File: config.mk
export PLATFORM = sky130hd
export DESIGN_NAME = eeprom_page_read_splitter
export DESIGN_NICKNAME = d
export VERILOG_FILES = /design/src/hw/rtl/eprs_pkg.sv /design/src/hw/rtl/eeprom_page_read_splitter.sv /design/src/hw/rtl/eprs_ctrl.sv /design/src/hw/rtl/eprs_dp.sv
export SDC_FILE = /design/constraint.sdc
export NUM_CORES = 1
export LEC_CHECK = 0
export BUFFER_PORTS_ARGS = -buffer_cell sky130_fd_sc_hd__buf_2
export CELL_PAD_IN_SITES_DETAIL_PLACEMENT = 0
export CELL_PAD_IN_SITES_GLOBAL_PLACEMENT = 1
export CORE_MARGIN = 3
export CORE_UTILIZATION = 49
export DETAILED_ROUTE_END_ITERATION = 6
export GPL_TIMING_DRIVEN = 0
export PLACE_DENSITY = 0.91
export SLEW_MARGIN = 20
export SYNTH_ARGS = -nofsm -noshare
export SYNTH_HDL_FRONTEND = slang
export SYNTH_SLANG_ARGS = --single-unit
File: constraint.sdc
create_clock -name i_clk -period 11.9 [get_ports i_clk]
set_input_delay 1.19 -clock i_clk [delete_from_list [all_inputs] [get_ports i_clk]]
set_output_delay 1.19 -clock i_clk [all_outputs]
set_load 0.1 [all_outputs]
File: src/hw/rtl/eprs_pkg.sv
`timescale 1ns / 1ps
// ----------------------------------------------------------------------------
// EEPROM page read splitter package
// Shared sizes, status codes, controller states and the command and status
// bundles that pass between the controller and the datapath.
// ----------------------------------------------------------------------------
package eprs_pkg;

    // Memory geometry. PAGE_BYTES must be a power of two.
    localparam int MEM_BYTES   = 4096;
    localparam int PAGE_BYTES  = 64;
    localparam int MAX_RESULTS = 64;

    localparam int ADDR_W    = 16;
    localparam int END_W     = ADDR_W + 1;
    localparam int LEN_W     = 9;
    localparam int CTRL_W    = 8;
    localparam int PAGE_BITS = $clog2(PAGE_BYTES);
    localparam int PAGE_NUM_W = END_W - PAGE_BITS + 1;

    localparam logic [END_W-1:0] MEM_END   = END_W'(MEM_BYTES);
    localparam logic [END_W-1:0] PAGE_MASK = END_W'(PAGE_BYTES - 1);
    localparam logic [PAGE_NUM_W-1:0] MAX_PAGES = PAGE_NUM_W'(MAX_RESULTS);
    localparam logic [CTRL_W-1:0] DEV_BYTE_RESET = 8'd160;

    // Result status codes.
    typedef enum logic [1:0] {
        ST_OK    = 2'd0,
        ST_ZERO  = 2'd1,
        ST_RANGE = 2'd2
    } t_status;

    // Controller states.
    typedef enum logic [1:0] {
        S_IDLE,
        S_CHECK,
        S_EMIT
    } t_state;

    // Commands from the controller to the datapath.
    typedef struct packed {
        logic    load;
        logic    emit_err;
        logic    emit_chunk;
        t_status err_code;
    } t_cmd;

    // Status from the datapath to the controller.
    typedef struct packed {
        logic zero_len;
        logic out_of_range;
        logic chunk_last;
    } t_stat;

endpackage

File: src/hw/rtl/eeprom_page_read_splitter.sv
`timescale 1ns / 1ps
// ----------------------------------------------------------------------------
// EEPROM page read splitter
// Splits one read request for a paged EEPROM into chunks that never cross a
// page, or gives one error result for an empty or out-of-range request.
//
//   Channel   Handshake                      Payload
//   request   start && !busy                 i_start_address, i_byte_count
//   result    o_result_valid (one cycle)     o_status .. o_last
//   config    i_cfg_we                       i_cfg_wdata (device write byte)
//
// A request is handled in order: a load step, a check step, then one chunk
// per cycle for each page touched (an error result is formed in the check step).
// The chunk walker emits one chunk per cycle.
// Each result appears in the cycle after it is formed, in the output register.
// Reset is synchronous and active low; the device byte resets to 160.
// The receiver cannot stall; results are never held back.
// ----------------------------------------------------------------------------
module eeprom_page_read_splitter (
    input  logic                        i_clk,
    input  logic                        i_rst_n,
    input  logic                        i_cfg_we,
    input  logic [eprs_pkg::CTRL_W-1:0] i_cfg_wdata,
    input  logic                        start,
    output logic                        busy,
    input  logic [eprs_pkg::ADDR_W-1:0] i_start_address,
    input  logic [eprs_pkg::ADDR_W-1:0] i_byte_count,
    output logic                        o_result_valid,
    output logic [1:0]                  o_status,
    output logic [eprs_pkg::ADDR_W-1:0] o_chunk_address,
    output logic [eprs_pkg::ADDR_W-1:0] o_buffer_offset,
    output logic [eprs_pkg::LEN_W-1:0]  o_chunk_length,
    output logic                        o_single_byte,
    output logic [eprs_pkg::CTRL_W-1:0] o_write_control,
    output logic [eprs_pkg::CTRL_W-1:0] o_read_control,
    output logic                        o_last
);
    import eprs_pkg::*;

    t_cmd  w_cmd;
    t_stat w_stat;

    // Controller.
    eprs_ctrl u_ctrl (
        .i_clk   (i_clk),
        .i_rst_n (i_rst_n),
        .start   (start),
        .i_stat  (w_stat),
        .o_cmd   (w_cmd),
        .busy    (busy)
    );

    // Datapath.
    eprs_dp u_dp (
        .i_clk           (i_clk),
        .i_rst_n         (i_rst_n),
        .i_cfg_we        (i_cfg_we),
        .i_cfg_wdata     (i_cfg_wdata),
        .i_start_address (i_start_address),
        .i_byte_count    (i_byte_count),
        .i_cmd           (w_cmd),
        .o_stat          (w_stat),
        .o_result_valid  (o_result_valid),
        .o_status        (o_status),
        .o_chunk_address (o_chunk_address),
        .o_buffer_offset (o_buffer_offset),
        .o_chunk_length  (o_chunk_length),
        .o_single_byte   (o_single_byte),
        .o_write_control (o_write_control),
        .o_read_control  (o_read_control),
        .o_last          (o_last)
    );

    // An accepted request makes the block busy in the next cycle.
    a_accept_busy: assert property (@(posedge i_clk) disable iff (!i_rst_n)
        start && !busy |=> busy)
        else $error("busy did not rise after an accepted request");

    // Chunks of one request follow each other with no gap.
    a_chunks_back_to_back: assert property (@(posedge i_clk) disable iff (!i_rst_n)
        o_result_valid && !o_last |=> o_result_valid)
        else $error("gap inside a chunk sequence");

    // Error results always close the request.
    a_error_is_last: assert property (@(posedge i_clk) disable iff (!i_rst_n)
        o_result_valid && (o_status != ST_OK) |-> o_last)
        else $error("error result without last");

    // Consecutive chunks are contiguous in memory.
    a_chunks_contiguous: assert property (@(posedge i_clk) disable iff (!i_rst_n)
        o_result_valid && !o_last |=>
        o_chunk_address == $past(o_chunk_address) + ADDR_W'($past(o_chunk_length)))
        else $error("chunk address does not follow previous chunk");

endmodule

File: src/hw/rtl/eprs_ctrl.sv
`timescale 1ns / 1ps
// ----------------------------------------------------------------------------
// EEPROM page read splitter controller
// Sequences one request: load, check, then an error or one chunk per cycle.
// ----------------------------------------------------------------------------
module eprs_ctrl (
    input  logic           i_clk,
    input  logic           i_rst_n,
    input  logic           start,
    input  eprs_pkg::t_stat i_stat,
    output eprs_pkg::t_cmd  o_cmd,
    output logic           busy
);
    import eprs_pkg::*;

    t_state r_state;
    t_state n_state;

    // State register.
    always_ff @(posedge i_clk) begin
        if (!i_rst_n) begin
            r_state <= S_IDLE;
        end else begin
            r_state <= n_state;
        end
    end

    // Next state and commands.
    always_comb begin
        n_state         = r_state;
        o_cmd.load      = 1'b0;
        o_cmd.emit_err  = 1'b0;
        o_cmd.emit_chunk = 1'b0;
        o_cmd.err_code  = ST_ZERO;
        case (r_state)
            S_IDLE: begin
                if (start) begin
                    o_cmd.load = 1'b1;
                    n_state    = S_CHECK;
                end
            end
            S_CHECK: begin
                if (i_stat.zero_len) begin
                    o_cmd.emit_err = 1'b1;
                    o_cmd.err_code = ST_ZERO;
                    n_state        = S_IDLE;
                end else if (i_stat.out_of_range) begin
                    o_cmd.emit_err = 1'b1;
                    o_cmd.err_code = ST_RANGE;
                    n_state        = S_IDLE;
                end else begin
                    n_state = S_EMIT;
                end
            end
            S_EMIT: begin
                o_cmd.emit_chunk = 1'b1;
                if (i_stat.chunk_last) begin
                    n_state = S_IDLE;
                end
            end
            default: begin
                n_state = S_IDLE;
            end
        endcase
    end

    assign busy = (r_state != S_IDLE);

endmodule

File: src/hw/rtl/eprs_dp.sv
`timescale 1ns / 1ps
// ----------------------------------------------------------------------------
// EEPROM page read splitter datapath
// Holds the request, the device byte register, the chunk walker and the
// registered result ports.
// ----------------------------------------------------------------------------
module eprs_dp (
    input  logic                          i_clk,
    input  logic                          i_rst_n,
    input  logic                          i_cfg_we,
    input  logic [eprs_pkg::CTRL_W-1:0]   i_cfg_wdata,
    input  logic [eprs_pkg::ADDR_W-1:0]   i_start_address,
    input  logic [eprs_pkg::ADDR_W-1:0]   i_byte_count,
    input  eprs_pkg::t_cmd                i_cmd,
    output eprs_pkg::t_stat               o_stat,
    output logic                          o_result_valid,
    output logic [1:0]                    o_status,
    output logic [eprs_pkg::ADDR_W-1:0]   o_chunk_address,
    output logic [eprs_pkg::ADDR_W-1:0]   o_buffer_offset,
    output logic [eprs_pkg::LEN_W-1:0]    o_chunk_length,
    output logic                          o_single_byte,
    output logic [eprs_pkg::CTRL_W-1:0]   o_write_control,
    output logic [eprs_pkg::CTRL_W-1:0]   o_read_control,
    output logic                          o_last
);
    import eprs_pkg::*;

    logic [CTRL_W-1:0] r_dev_byte;
    logic [ADDR_W-1:0] r_addr;
    logic [ADDR_W-1:0] r_offs;
    logic [END_W-1:0]  r_end;
    logic              r_zero;

    logic [END_W-1:0]      w_addr_ext;
    logic [END_W-1:0]      w_end_m1;
    logic [PAGE_NUM_W-1:0] w_first_page;
    logic [PAGE_NUM_W-1:0] w_last_page;
    logic [PAGE_NUM_W-1:0] w_pages;
    logic [END_W-1:0]      w_page_end;
    logic [END_W-1:0]      w_stop;
    logic [END_W-1:0]      w_len;
    logic [LEN_W-1:0]      n_len;

    logic                  r_valid;
    logic [1:0]            r_status;
    logic [ADDR_W-1:0]     r_o_addr;
    logic [ADDR_W-1:0]     r_o_offs;
    logic [LEN_W-1:0]      r_o_len;
    logic                  r_o_single;
    logic [CTRL_W-1:0]     r_o_wc;
    logic [CTRL_W-1:0]     r_o_rc;
    logic                  r_o_last;

    // Device byte register.
    always_ff @(posedge i_clk) begin
        if (!i_rst_n) begin
            r_dev_byte <= DEV_BYTE_RESET;
        end else if (i_cfg_we) begin
            r_dev_byte <= i_cfg_wdata;
        end
    end

    // Range and page-count checks on the held request.
    assign w_addr_ext   = {1'b0, r_addr};
    assign w_end_m1     = r_end - END_W'(1);
    assign w_first_page = PAGE_NUM_W'(w_addr_ext >> PAGE_BITS);
    assign w_last_page  = PAGE_NUM_W'(w_end_m1 >> PAGE_BITS);
    assign w_pages      = w_last_page - w_first_page + PAGE_NUM_W'(1);

    assign o_stat.zero_len     = r_zero;
    assign o_stat.out_of_range = (r_end > MEM_END) || (w_pages > MAX_PAGES);

    // Current chunk: up to the next page boundary or the request end.
    assign w_page_end        = (w_addr_ext | PAGE_MASK) + END_W'(1);
    assign w_stop            = (w_page_end < r_end) ? w_page_end : r_end;
    assign w_len             = w_stop - w_addr_ext;
    assign n_len             = w_len[LEN_W-1:0];
    assign o_stat.chunk_last = (w_stop == r_end);

    // Request and walker registers.
    always_ff @(posedge i_clk) begin
        if (i_cmd.load) begin
            r_addr <= i_start_address;
            r_offs <= '0;
            r_end  <= {1'b0, i_start_address} + {1'b0, i_byte_count};
            r_zero <= (i_byte_count == '0);
        end else if (i_cmd.emit_chunk) begin
            r_addr <= w_stop[ADDR_W-1:0];
            r_offs <= r_offs + ADDR_W'(n_len);
        end
    end

    // Result strobe.
    always_ff @(posedge i_clk) begin
        if (!i_rst_n) begin
            r_valid <= 1'b0;
        end else begin
            r_valid <= i_cmd.emit_err || i_cmd.emit_chunk;
        end
    end

    // Result payload.
    always_ff @(posedge i_clk) begin
        if (i_cmd.emit_chunk) begin
            r_status   <= ST_OK;
            r_o_addr   <= r_addr;
            r_o_offs   <= r_offs;
            r_o_len    <= n_len;
            r_o_single <= (n_len == LEN_W'(1));
            r_o_wc     <= r_dev_byte;
            r_o_rc     <= r_dev_byte | CTRL_W'(1);
            r_o_last   <= o_stat.chunk_last;
        end else if (i_cmd.emit_err) begin
            r_status   <= i_cmd.err_code;
            r_o_addr   <= '0;
            r_o_offs   <= '0;
            r_o_len    <= '0;
            r_o_single <= 1'b0;
            r_o_wc     <= '0;
            r_o_rc     <= '0;
            r_o_last   <= 1'b1;
        end
    end

    assign o_result_valid  = r_valid;
    assign o_status        = r_status;
    assign o_chunk_address = r_o_addr;
    assign o_buffer_offset = r_o_offs;
    assign o_chunk_length  = r_o_len;
    assign o_single_byte   = r_o_single;
    assign o_write_control = r_o_wc;
    assign o_read_control  = r_o_rc;
    assign o_last          = r_o_last;

endmodule
==> impl_metrics.py, run 1 <==
metrics = {
    "sta": {
        "setup_viol": 0,
        "tns_ns": 0,
        "slew_headroom_pct": 46.85,
        "clock.fmax_mhz": 158.4,
        "rsz0062_at_grt": "no",
        "period_share_pct": 53.06,
        "finClkSkew_ns": 0.004847,
        "post-route-min-period_ns": 6.314,
        "finalMaxSlewViolations": 0,
        "tightest_slew_ns": 0.7771,
        "hold_viol_final": 0,
    },
    "clock_network": {
        "numCtsBuffers": 17,
        "cts_max_level": 4,
        "clockBufferDepth": 2,
        "path_clk_slew_ns": 0.05,
        "cts_tree": "done",
        "clk_latency_ns": 0.41,
        "clockRootBuffer": "clkbuf_16",
        "ctsHoldBuffers": 0,
        "cts_setup_buffers": 0,
        "post_cts_resized": 0,
        "clock_sinks": 122,
    },
    "global_routing": {
        "grt_pass1_vias": 5521,
        "antenna_found_initial": 0,
        "grt_overflow": 0,
        "grt_usage_pct": 20.75,
        "grt_max_degree": 28,
        "grt_pass1_wl_um": 27120,
    },
    "drt": {
        "ant_nets": 0,
        "route.detailed.drc": 0,
        "viasPerCell": 5.418,
        "drt_iter0_drc": 410,
        "dr.pass1.iters": 5,
        "post_drt_wl_per_cell_um": 15.55,
        "wl_um": 16310,
        "via_count": 5683,
    },
    "cells_and_area": {
        "seqCellArea_sq_um": 3363,
        "n_fill_cell": 1277,
        "num_antenna_cells": 0,
        "multi_input_area_sq_um": 3764,
        "stdcell_count": 1049,
        "area_delta_synth_final_pct": 19.09,
        "finalNetCount": 965,
        "stdcell_area_sq_um": 8796,
        "drive_above_1_share_pct": 17.57,
    },
    "floorplanning": {
        "rows": 44,
        "ios": 107,
        "core_area_sq_um": 14640,
        "initial_core_util_pct": 50.44,
        "die-area_sq_um": 16580,
        "die_h_um": 128.8,
        "die-width_um": 128.8,
    },
    "yosys": {
        "ys_async_sr_fraction_pct": 0,
        "synth_flop_cell": "edfxtp_1",
        "synthMostInstantiatedCell": "edfxtp_1",
        "synth_edf_count": 92,
        "synth-seq-cells": 122,
        "synth_cells": 726,
        "synth_area_leader_cell": "edfxtp_1",
        "syn_avg_cell_area_sq_um": 10.17,
        "ys.warnings.count": 0,
        "synth_fp_nets": 839,
        "yosys-top-cells-count": "92 x edfxtp_1, 65 x ha_1, 64 x o21ai_0",
        "netlist_area_sq_um": 7386,
        "synth_top_area_share_pct": 37.40,
        "seq_area_frac_synth_pct": 45.54,
        "synth_cell_types": 53,
        "synthTopCellsByArea": "edfxtp_1 37%, ha_1 11%, dfxtp_1 8.1%",
    },
    "placement": {
        "dp_hpwl_um": 12680,
        "dp_cells": 1017,
        "dpl-instance-area_sq_um": 8213,
        "gp_congestion": 0.9161,
        "io_buffers": 105,
    },
    "pwr": {
        "max-vdd-ir-drop_mv": 0.1116,
        "leakage_nw": 3.784,
        "power.density_nw_per_um2": 160.2,
    },
    "worst_setup_path": {
        "reg2reg_slack_ns": 5.59,
        "crit_slowest_cell": "a2111oi_0",
        "critPathRequiredTime_ns": 12.25,
        "r2r_cells": 25,
        "cp-start-kind": "flip-flop",
        "crit_top_cell": "ha_1",
        "cpPeakStageDelay_ns": 0.61,
        "endpoint_kind": "flip-flop",
        "critPathKind": "reg2reg",
        "timing.rr.start": "u_dp.r_addr[6]",
        "worstPathMaxFanout": 10,
        "crit_arrival_ns": 6.66,
        "regToRegEndpoint": "u_dp.r_offs[15]",
    },
    "min_path": {
        "holdPathStages": 2,
        "hp-start": "u_dp.r_offs[15]",
        "hp-class": "reg2reg",
        "min_to": "u_dp.r_offs[15]",
    },
    "outcome": {
        "status": "finished clean",
    },
    "run": {
        "cap_violations": 0,
    },
}
-- per-layer routing --
metal	part of all wire, %	GRT usage (%)	routed length, um
met1	48	28.29	7827
met2	46	33.11	7452
met3	4.8	3.653	788
met4	1.5	7.968	245
met5	0	0	0
-- cell usage in the layout, fill, tap and decap left out, types with 17 or more instances in the layout --
| cell type | instances |
|---|---|
| clkbuf_1 | 22 |
| a21oi_1 | 32 |
| buf_2 | 105 |
| and2_1 | 43 |
| clkbuf_16 | 17 |
| dfxtp_1 | 30 |
| nor2_1 | 43 |
| nand2_1 | 51 |
| o21ai_0 | 64 |
| xnor2_1 | 44 |
| ha_1 | 65 |
| edfxtp_1 | 92 |
| nand3_1 | 23 |
| inv_1 | 53 |
-- through the flow --
stage | hold WS [ns] | total power [mW] | setup slack [ns] | util, %
finish | 0.4713 | 1.410 | 5.586 | 60.06
global placement | 0.4537 | 0.8961 | 3.769 | 55.60
CTS | 0.4702 | 1.416 | 5.643 | 60.06
global route | 0.5016 | 1.486 | 4.955 | 60.06
floorplan | 0.4413 | 0.8185 | 5.132 | -
detailed placement | 0.4612 | 0.9045 | 5.715 | 56.08
-- worst max-delay path by stage --
| stage | start | to |
|---|---|---|
| after floorplan | u_dp.r_end[5] | u_dp.o_buffer_offset[0] |
| after global placement | u_dp.r_end[5] | u_dp.o_chunk_address[2] |
| after detailed placement | u_dp.r_addr[6] | u_dp.r_offs[15] |
| after CTS | u_dp.r_addr[6] | u_dp.r_offs[15] |
| after global routing | u_dp.r_addr[6] | u_dp.r_offs[15] |
| final | u_dp.r_addr[6] | u_dp.r_offs[15] |
-- critical path, delay by kind of cell (launching register included) --
| kind | cells | cell delay (ns) |
|---|---|---|
| AO/OA/AOI/OAI | 9 | 2.37 |
| adder cells (fa/ha/maj) | 5 | 1.38 |
| AND/OR/NAND/NOR | 4 | 0.74 |
| XOR/XNOR | 2 | 0.53 |
| flip-flops | 1 | 0.50 |
| buffers and inverters | 4 | 0.50 |
| multiplexers | 1 | 0.22 |
-- layout make-up --
type | instances | area share [%]
inverter | 53 | 2.262
timing repair buffer | 107 | 6.600
multi-input combinational | 531 | 42.79
clock buffer | 23 | 5.206
tap | 184 | 2.617
sequential | 122 | 38.24
buffer | 20 | 0.8677
clock inverter | 9 | 1.422
-- sequential cells by signal, summed over array words and instances (netlist names) --
signal,cells
u_dp.r_end,17
u_dp.o_buffer_offset,16
u_dp.o_chunk_address,16
u_dp.r_addr,16
u_dp.r_offs,16
u_dp.o_chunk_length,9
u_dp.o_read_control,8
u_dp.o_write_control,8
u_dp.r_dev_byte,8
u_ctrl.r_state,2
u_dp.o_status,2
u_dp.o_last,1
u_dp.o_result_valid,1
u_dp.o_single_byte,1
u_dp.r_zero,1
-- where the power goes --
| group | switching (mW) | internal [mW] | total (mW) |
|---|---|---|---|
| Combinational | 0.252 | 0.144 | 0.397 |
| Clock | 0.175 | 0.333 | 0.508 |
| Sequential | 0.0172 | 0.487 | 0.505 |
-- cell families (layout without fill, tap and decap cells) --
| group | after synthesis | after routing | synth area share, % |
|---|---|---|---|
| compound gates | 161 | 161 | 13.50 |
| xor+xnor | 53 | 53 | 6.285 |
| fa+ha+maj | 69 | 69 | 12.10 |
| buf+inv | 73 | 212 | 3.710 |
| flops | 122 | 122 | 45.54 |
| mux | 21 | 21 | 2.965 |
| simple gates | 227 | 227 | 15.91 |
Power figures use the tool's default switching activity.
==> run 2: changes to the inputs <==
ABC_AREA = 1   (was unset)
CORE_UTILIZATION = 44   (was 49)
PLACE_DENSITY = 0.85   (was 0.91)
clock period = 6.1 ns   (was 11.9 ns; I/O delays follow)
==> run 2 against run 1 <==
- utilization shrank 5.6 points
- synthesized cell count is 25% higher
- combinational power rose by 140%
- critical path depth increased by 4
- first-iteration DRC count rose by 3.7%
- clock skew up 0.0022 ns
- wire length increased by 13%
- critical endpoint unchanged
- largest power group unchanged
- highest routed layer unchanged
==> impl_metrics.py, run 2 <==
metrics = {
    "floorplanning": {
        "die_h_um": 137.6,
        "die-area_sq_um": 18930,
        "ios": 107,
        "rows": 47,
        "core_area_sq_um": 16760,
        "initial_core_util_pct": 45.46,
        "die-width_um": 137.6,
    },
    "run": {
        "cap_violations": 0,
    },
    "global_routing": {
        "grt_max_degree": 41,
        "grt_overflow": 0,
        "grt_usage_pct": 20.64,
        "grt_pass1_vias": 6096,
        "antenna_found_initial": 0,
        "grt_pass1_wl_um": 30190,
    },
    "cells_and_area": {
        "finalNetCount": 1145,
        "stdcell_count": 1266,
        "final_common_cell": "nand2_1",
        "stdcell_area_sq_um": 9131,
        "n_fill_cell": 1585,
        "drive_above_1_share_pct": 16.65,
        "area_delta_synth_final_pct": 19.86,
        "mostFrequentLayoutCells": "173 x nand2_1, 133 x inv_1, 108 x nor2_1",
        "largest_reg_flops": 17,
        "top_register": "u_dp.r_end",
    },
    "pwr": {
        "max-vdd-ir-drop_mv": 0.2081,
        "leakage_nw": 4.244,
        "power.density_nw_per_um2": 335.4,
        "power_mw": 3.063,
    },
    "sta": {
        "setup_viol": 0,
        "hold_slack_ns": 0.4195,
        "clock.fmax_mhz": 183.2,
        "period_share_pct": 89.50,
        "tightest_slew_ns": 0.6581,
        "finalMaxSlewViolations": 0,
        "post-route-min-period_ns": 5.460,
        "rsz0062_at_grt": "no",
        "slew_headroom_pct": 56.13,
        "finClkSkew_ns": 0.007000,
        "hold_viol_final": 0,
        "tns_ns": 0,
    },
    "worst_setup_path": {
        "critPathKind": "reg2reg",
        "cpLargestDelayFamily": "simple AND/OR/NAND/NOR gates",
        "critPathRequiredTime_ns": 6.41,
        "crit_slowest_cell": "edfxtp_1",
        "worstPathMaxFanout": 6,
        "reg2reg_slack_ns": 0.64,
        "cp_num_buf_inv": 4,
        "cpPeakStageDelay_ns": 0.46,
        "cp-start-kind": "flip-flop",
        "endpoint_kind": "flip-flop",
        "crit_arrival_ns": 5.77,
    },
    "yosys": {
        "synth_edf_count": 92,
        "syn_avg_cell_area_sq_um": 8.418,
        "synth-seq-cells": 122,
        "synth_fp_nets": 1018,
        "netlist_area_sq_um": 7619,
        "synth_cell_types": 44,
        "yosys-top-cells-count": "175 x nand2_1, 134 x inv_1, 110 x nor2_1",
        "synth_flop_cell": "edfxtp_1",
        "ys.warnings.count": 0,
        "synthTopCellsByArea": "edfxtp_1 36%, ha_1 11%, nand2_1 8.6%",
        "seq_area_frac_synth_pct": 44.15,
        "synthMostInstantiatedCell": "nand2_1",
        "synth_cells": 905,
        "synth_top_area_share_pct": 36.26,
        "synth_area_leader_cell": "edfxtp_1",
        "ys_async_sr_fraction_pct": 0,
    },
    "drt": {
        "post_drt_wl_per_cell_um": 14.51,
        "via_count": 6324,
        "drt_iter0_drc": 425,
        "route.detailed.drc": 0,
        "wl_um": 18370,
        "dr.pass1.iters": 4,
        "viasPerCell": 4.995,
        "ant_nets": 0,
    },
    "clock_network": {
        "clk_latency_ns": 0.42,
        "numCtsBuffers": 17,
        "cts_tree": "done",
        "path_clk_slew_ns": 0.06,
        "clock_sinks": 122,
        "clockRootBuffer": "clkbuf_16",
        "ctsHoldBuffers": 0,
        "cts_max_level": 4,
        "clockBufferDepth": 2,
    },
    "placement": {
        "io_buffers": 106,
        "dp_cells": 1232,
        "dpl-instance-area_sq_um": 8453,
        "dp_hpwl_um": 14360,
        "gp_congestion": 0.9183,
    },
    "min_path": {
        "hp-class": "in2reg",
    },
    "outcome": {
        "status": "finished clean",
    },
}
run 2: cell types whose count changed after synthesis, sizes merged, moves of 12 or more:
cell,before,now
a21oi,33,66
and2,43,2
inv,53,139
mux2i,14,0
nand2,51,180
nand3,23,35
nand4,6,24
nor2,43,118
nor2b,12,0
o21ai,64,52
xnor2,44,12
xor2,9,27
run 2: routing by layer:
layer | vias to the layer above | share of wire [%] | track usage (%)
li1 | 3273 | - | -
met1 | 2859 | 49 | 28.77
met2 | 171 | 44 | 33.13
met3 | 21 | 5.6 | 3.287
met4 | 0 | 1.5 | 6.264
met5 | - | 0 | 0
run 2: report_power, final:
part	internal (mW)	leakage (nW)	total, mW	switching (mW)
Combinational	0.297	2.80	0.954	0.657
Clock	0.727	0.307	1.11	0.386
Sequential	0.959	1.14	0.996	0.0367
run 2: area by class of cell:
| type | count | area, sq um | area share (%) |
|---|---|---|---|
| well taps | 220 | 275.3 | 3.015 |
| clock inverters | 14 | 217.7 | 2.384 |
| repair buffers | 108 | 558.0 | 6.111 |
| plain buffers | 17 | 83.83 | 0.9181 |
| multi-input cells | 625 | 3669 | 40.18 |
| inverters | 141 | 533.0 | 5.837 |
| flip-flops and latches | 122 | 3363 | 36.83 |
| diodes | 1 | 2.502 | 0.02740 |
| clock buffers | 18 | 429.2 | 4.700 |
run 2: worst paths after layout:
check | end | from | depth (start not counted)
setup / recovery | u_dp.r_offs[15] | u_dp.r_addr[6] | 29
hold / removal | u_dp.r_dev_byte[5] | i_cfg_wdata[5] | 3
setup reg to reg | u_dp.r_offs[15] | u_dp.r_addr[6] | 29
hold reg to reg | u_dp.r_dev_byte[0] | u_dp.r_dev_byte[0] | 2
run 2: per-stage QoR:
step | util [%] | worst slack, ns
after floorplan | - | 1.304
after global placement | 50.27 | 0.5043
after detailed placement | 50.44 | 0.4690
after CTS | 54.30 | 0.3789
after global routing | 54.47 | 0.05715
final | 54.48 | 0.6404
run 2: logic make-up after synthesis:
logic type / share of synthesized area [%]
AND/OR/NAND/NOR: 21.38
flip-flops: 44.15
XOR/XNOR: 4.681
adder cells (fa/ha/maj): 11.73
buffers and inverters: 8.031
AO/OA/AOI/OAI: 10.03
run 2: what timing repair did:
item                       in CTS  in global routing
resized for setup               0                  5
setup endpoints to repair       0                  4
setup buffers                   0                  1
run 2: worst reg2reg max path, delay by kind of cell (launching register included):
family | cells | cell delay (ns)
and+or+nand+nor | 11 | 1.53
xor gates and xnor gates | 2 | 0.58
AOI/OAI and AO/OA | 8 | 1.17
DFF | 1 | 0.46
buffers and inverters | 4 | 0.44
adders and majority gates | 4 | 1.19
==> run 3: changes to the inputs <==
ABC_AREA = 0   (was 1)
BUFFER_PORTS_ARGS = -buffer_cell sky130_fd_sc_hd__buf_4   (was -buffer_cell sky130_fd_sc_hd__buf_2)
CORE_UTILIZATION = 45   (was 44)
PLACE_DENSITY = 0.84   (was 0.85)
==> run 3 against run 2 <==
- first-iteration DRC count fell by 5.6%
- fmax fell by 6.2%
- register-to-register slack got worse by 0.36 ns
==> impl_metrics.py, run 3 (same netlist as run 1, synthesis figures left out) <==
metrics = {
    "outcome": {
        "status": "finished clean",
    },
    "placement": {
        "post-place-ws_ns": -0.3950,
        "io_buffers": 105,
        "dp_hpwl_um": 13610,
        "gp_congestion": 0.9505,
    },
    "sta": {
        "tns_ns": 0,
        "clock.fmax_mhz": 171.8,
        "period_share_pct": 95.41,
        "finalMaxSlewViolations": 0,
        "setup_viol": 0,
        "hold_viol_final": 0,
        "finClkSkew_ns": 0.007108,
        "slew_headroom_pct": 53.52,
        "tightest_slew_ns": 0.6972,
        "post-route-min-period_ns": 5.820,
        "setup_slack_ns": 0.2798,
    },
    "floorplanning": {
        "die-area_sq_um": 17990,
        "die-width_um": 134.1,
        "rows": 46,
        "initial_core_util_pct": 46.16,
        "ios": 107,
        "die_h_um": 134.1,
        "core_area_sq_um": 16000,
    },
    "drt": {
        "wl_um": 17440,
        "route.detailed.drc": 0,
        "post_drt_wl_per_cell_um": 16.04,
        "drt_iter0_drc": 401,
        "viasPerCell": 5.323,
        "ant_nets": 0,
        "dr.pass1.iters": 5,
        "via_count": 5786,
    },
    "worst_setup_path": {
        "worstPathMaxFanout": 10,
        "critPathKind": "reg2reg",
        "regToRegEndpoint": "u_dp.r_offs[14]",
        "cpPeakStageDelay_ns": 0.40,
        "endpoint_kind": "flip-flop",
        "reg2reg_slack_ns": 0.28,
        "crit_arrival_ns": 6.16,
        "timing.rr.start": "u_dp.r_addr[6]",
        "crit_top_cell": "ha_1",
        "r2r_cells": 27,
        "critPathRequiredTime_ns": 6.44,
        "crit_slowest_cell": "fa_1",
        "cp-start-kind": "flip-flop",
    },
    "cells_and_area": {
        "area_delta_synth_final_pct": 24.70,
        "final_common_cell": "buf_4",
        "largest_reg_flops": 17,
        "top_register": "u_dp.r_end",
        "num_antenna_cells": 0,
        "mostFrequentLayoutCells": "112 x buf_4, 92 x edfxtp_1, 65 x ha_1",
        "finalNetCount": 971,
        "drive_above_1_share_pct": 19.40,
        "final_core_util_pct": 57.56,
    },
    "global_routing": {
        "grt_usage_pct": 19.83,
        "grt_pass1_vias": 5747,
        "grt_overflow": 0,
        "grt_pass1_wl_um": 28210,
        "grt_max_degree": 28,
        "antenna_found_initial": 0,
    },
    "pwr": {
        "combPwrFrac_pct": 29.4,
        "clkPwrFrac_pct": 35.6,
        "swShare_pct": 31.58,
        "power.density_nw_per_um2": 305.9,
        "power.switching_mw": 0.8897,
        "p_int_mw": 1.928,
        "leakage_nw": 3.937,
        "max-vdd-ir-drop_mv": 0.2147,
        "pwr-share-seq_pct": 35.0,
    },
    "clock_network": {
        "clockRootBuffer": "clkbuf_16",
        "numCtsBuffers": 17,
        "clk_latency_ns": 0.42,
        "clock_sinks": 122,
        "cts_tree": "done",
        "clockBufferDepth": 2,
        "cts_max_level": 4,
        "path_clk_slew_ns": 0.05,
    },
    "run": {
        "cap_violations": 0,
    },
    "min_path": {
        "hp-start": "i_cfg_wdata[5]",
        "holdPathStages": 3,
        "min_to": "u_dp.r_dev_byte[5]",
        "hp-class": "in2reg",
    },
}
-- run 3: changes by cell type in the layout (fill, tap and decap cells not counted), sizes merged, moves of 14 or more --
cell / before / now
nand2: 180 / 51
inv: 141 / 53
nor2: 118 / 43
and2: 2 / 43
a21oi: 66 / 33
xnor2: 12 / 44
nand4: 24 / 6
xor2: 27 / 9
mux2i: 0 / 14
-- run 3: layout make-up --
type	instances	area, sq um
fillers	1387	6790
well taps	216	270.3
inverters	53	198.9
repair buffers	114	895.9
plain buffers	19	73.82
flip-flops and latches	122	3363
clock buffers	25	515.5
multi-input cells	531	3806
clock inverters	7	86.33
-- run 3: through the flow --
| step | std cells | hold WS (ns) | area [sq um] | power (mW) |
|---|---|---|---|---|
| 5_1_grt | 1087 | 0.4259 | 9210 | 2.960 |
| 4_1_cts | 1084 | 0.4039 | 9153 | 2.814 |
| 6_report | 1087 | 0.4261 | 9210 | 2.817 |
| 2_1_floorplan | 726 | 0.4413 | 7392 | 1.597 |
| 3_5_place_dp | 1049 | 0.4712 | 8516 | 1.792 |
| 3_3_place_gp | 1047 | 0.4648 | 8451 | 1.762 |
-- run 3: what timing repair did --
item	in CTS	in global routing
setup buffers	3	4
hold buffers	0	0
gates resized for setup	4	7
pin swaps	1	2
endpoints found under the setup margin	8	9
-- run 3: worst max-delay path: cells and delay by family (launching register included) --
kind,cells,cell delay [ns]
compound gates,10,1.73
flops,1,0.38
fa+ha+maj,5,1.50
buf+inv,3,0.41
xor+xnor,1,0.18
simple gates,8,1.53
-- run 3: how the worst max path moves through the flow --
stage / endpoint / from / slack, ns
global placement: u_dp.o_chunk_address[2] / u_dp.r_end[5] / -0.27
finish: u_dp.r_offs[14] / u_dp.r_addr[6] / 0.28
CTS: u_dp.r_offs[14] / u_dp.r_addr[8] / 0.06
global route: u_dp.r_offs[14] / u_dp.r_addr[6] / -0.008
detailed placement: u_dp.r_offs[15] / u_dp.r_addr[6] / -0.40
floorplan: u_dp.o_buffer_offset[0] / u_dp.r_end[5] / 0.62
-- run 3: power groups by stage --
stage | Sequential [mW] | Combinational [mW] | Clock, mW
after floorplan | 1.10 | 0.495 | 0
after global placement | 1.00 | 0.760 | 0
after detailed placement | 1.00 | 0.790 | 0
after CTS | 0.983 | 0.811 | 1.02
after global routing | 0.990 | 0.916 | 1.05
final | 0.986 | 0.828 | 1.00
-- run 3: per-layer routing --
layer  global-route usage, %  part of all wire (%)
met5                       0                     0
met3                   4.201                   5.6
met1                   26.47                    45
met4                   8.767                   2.6
met2                   31.33                    46
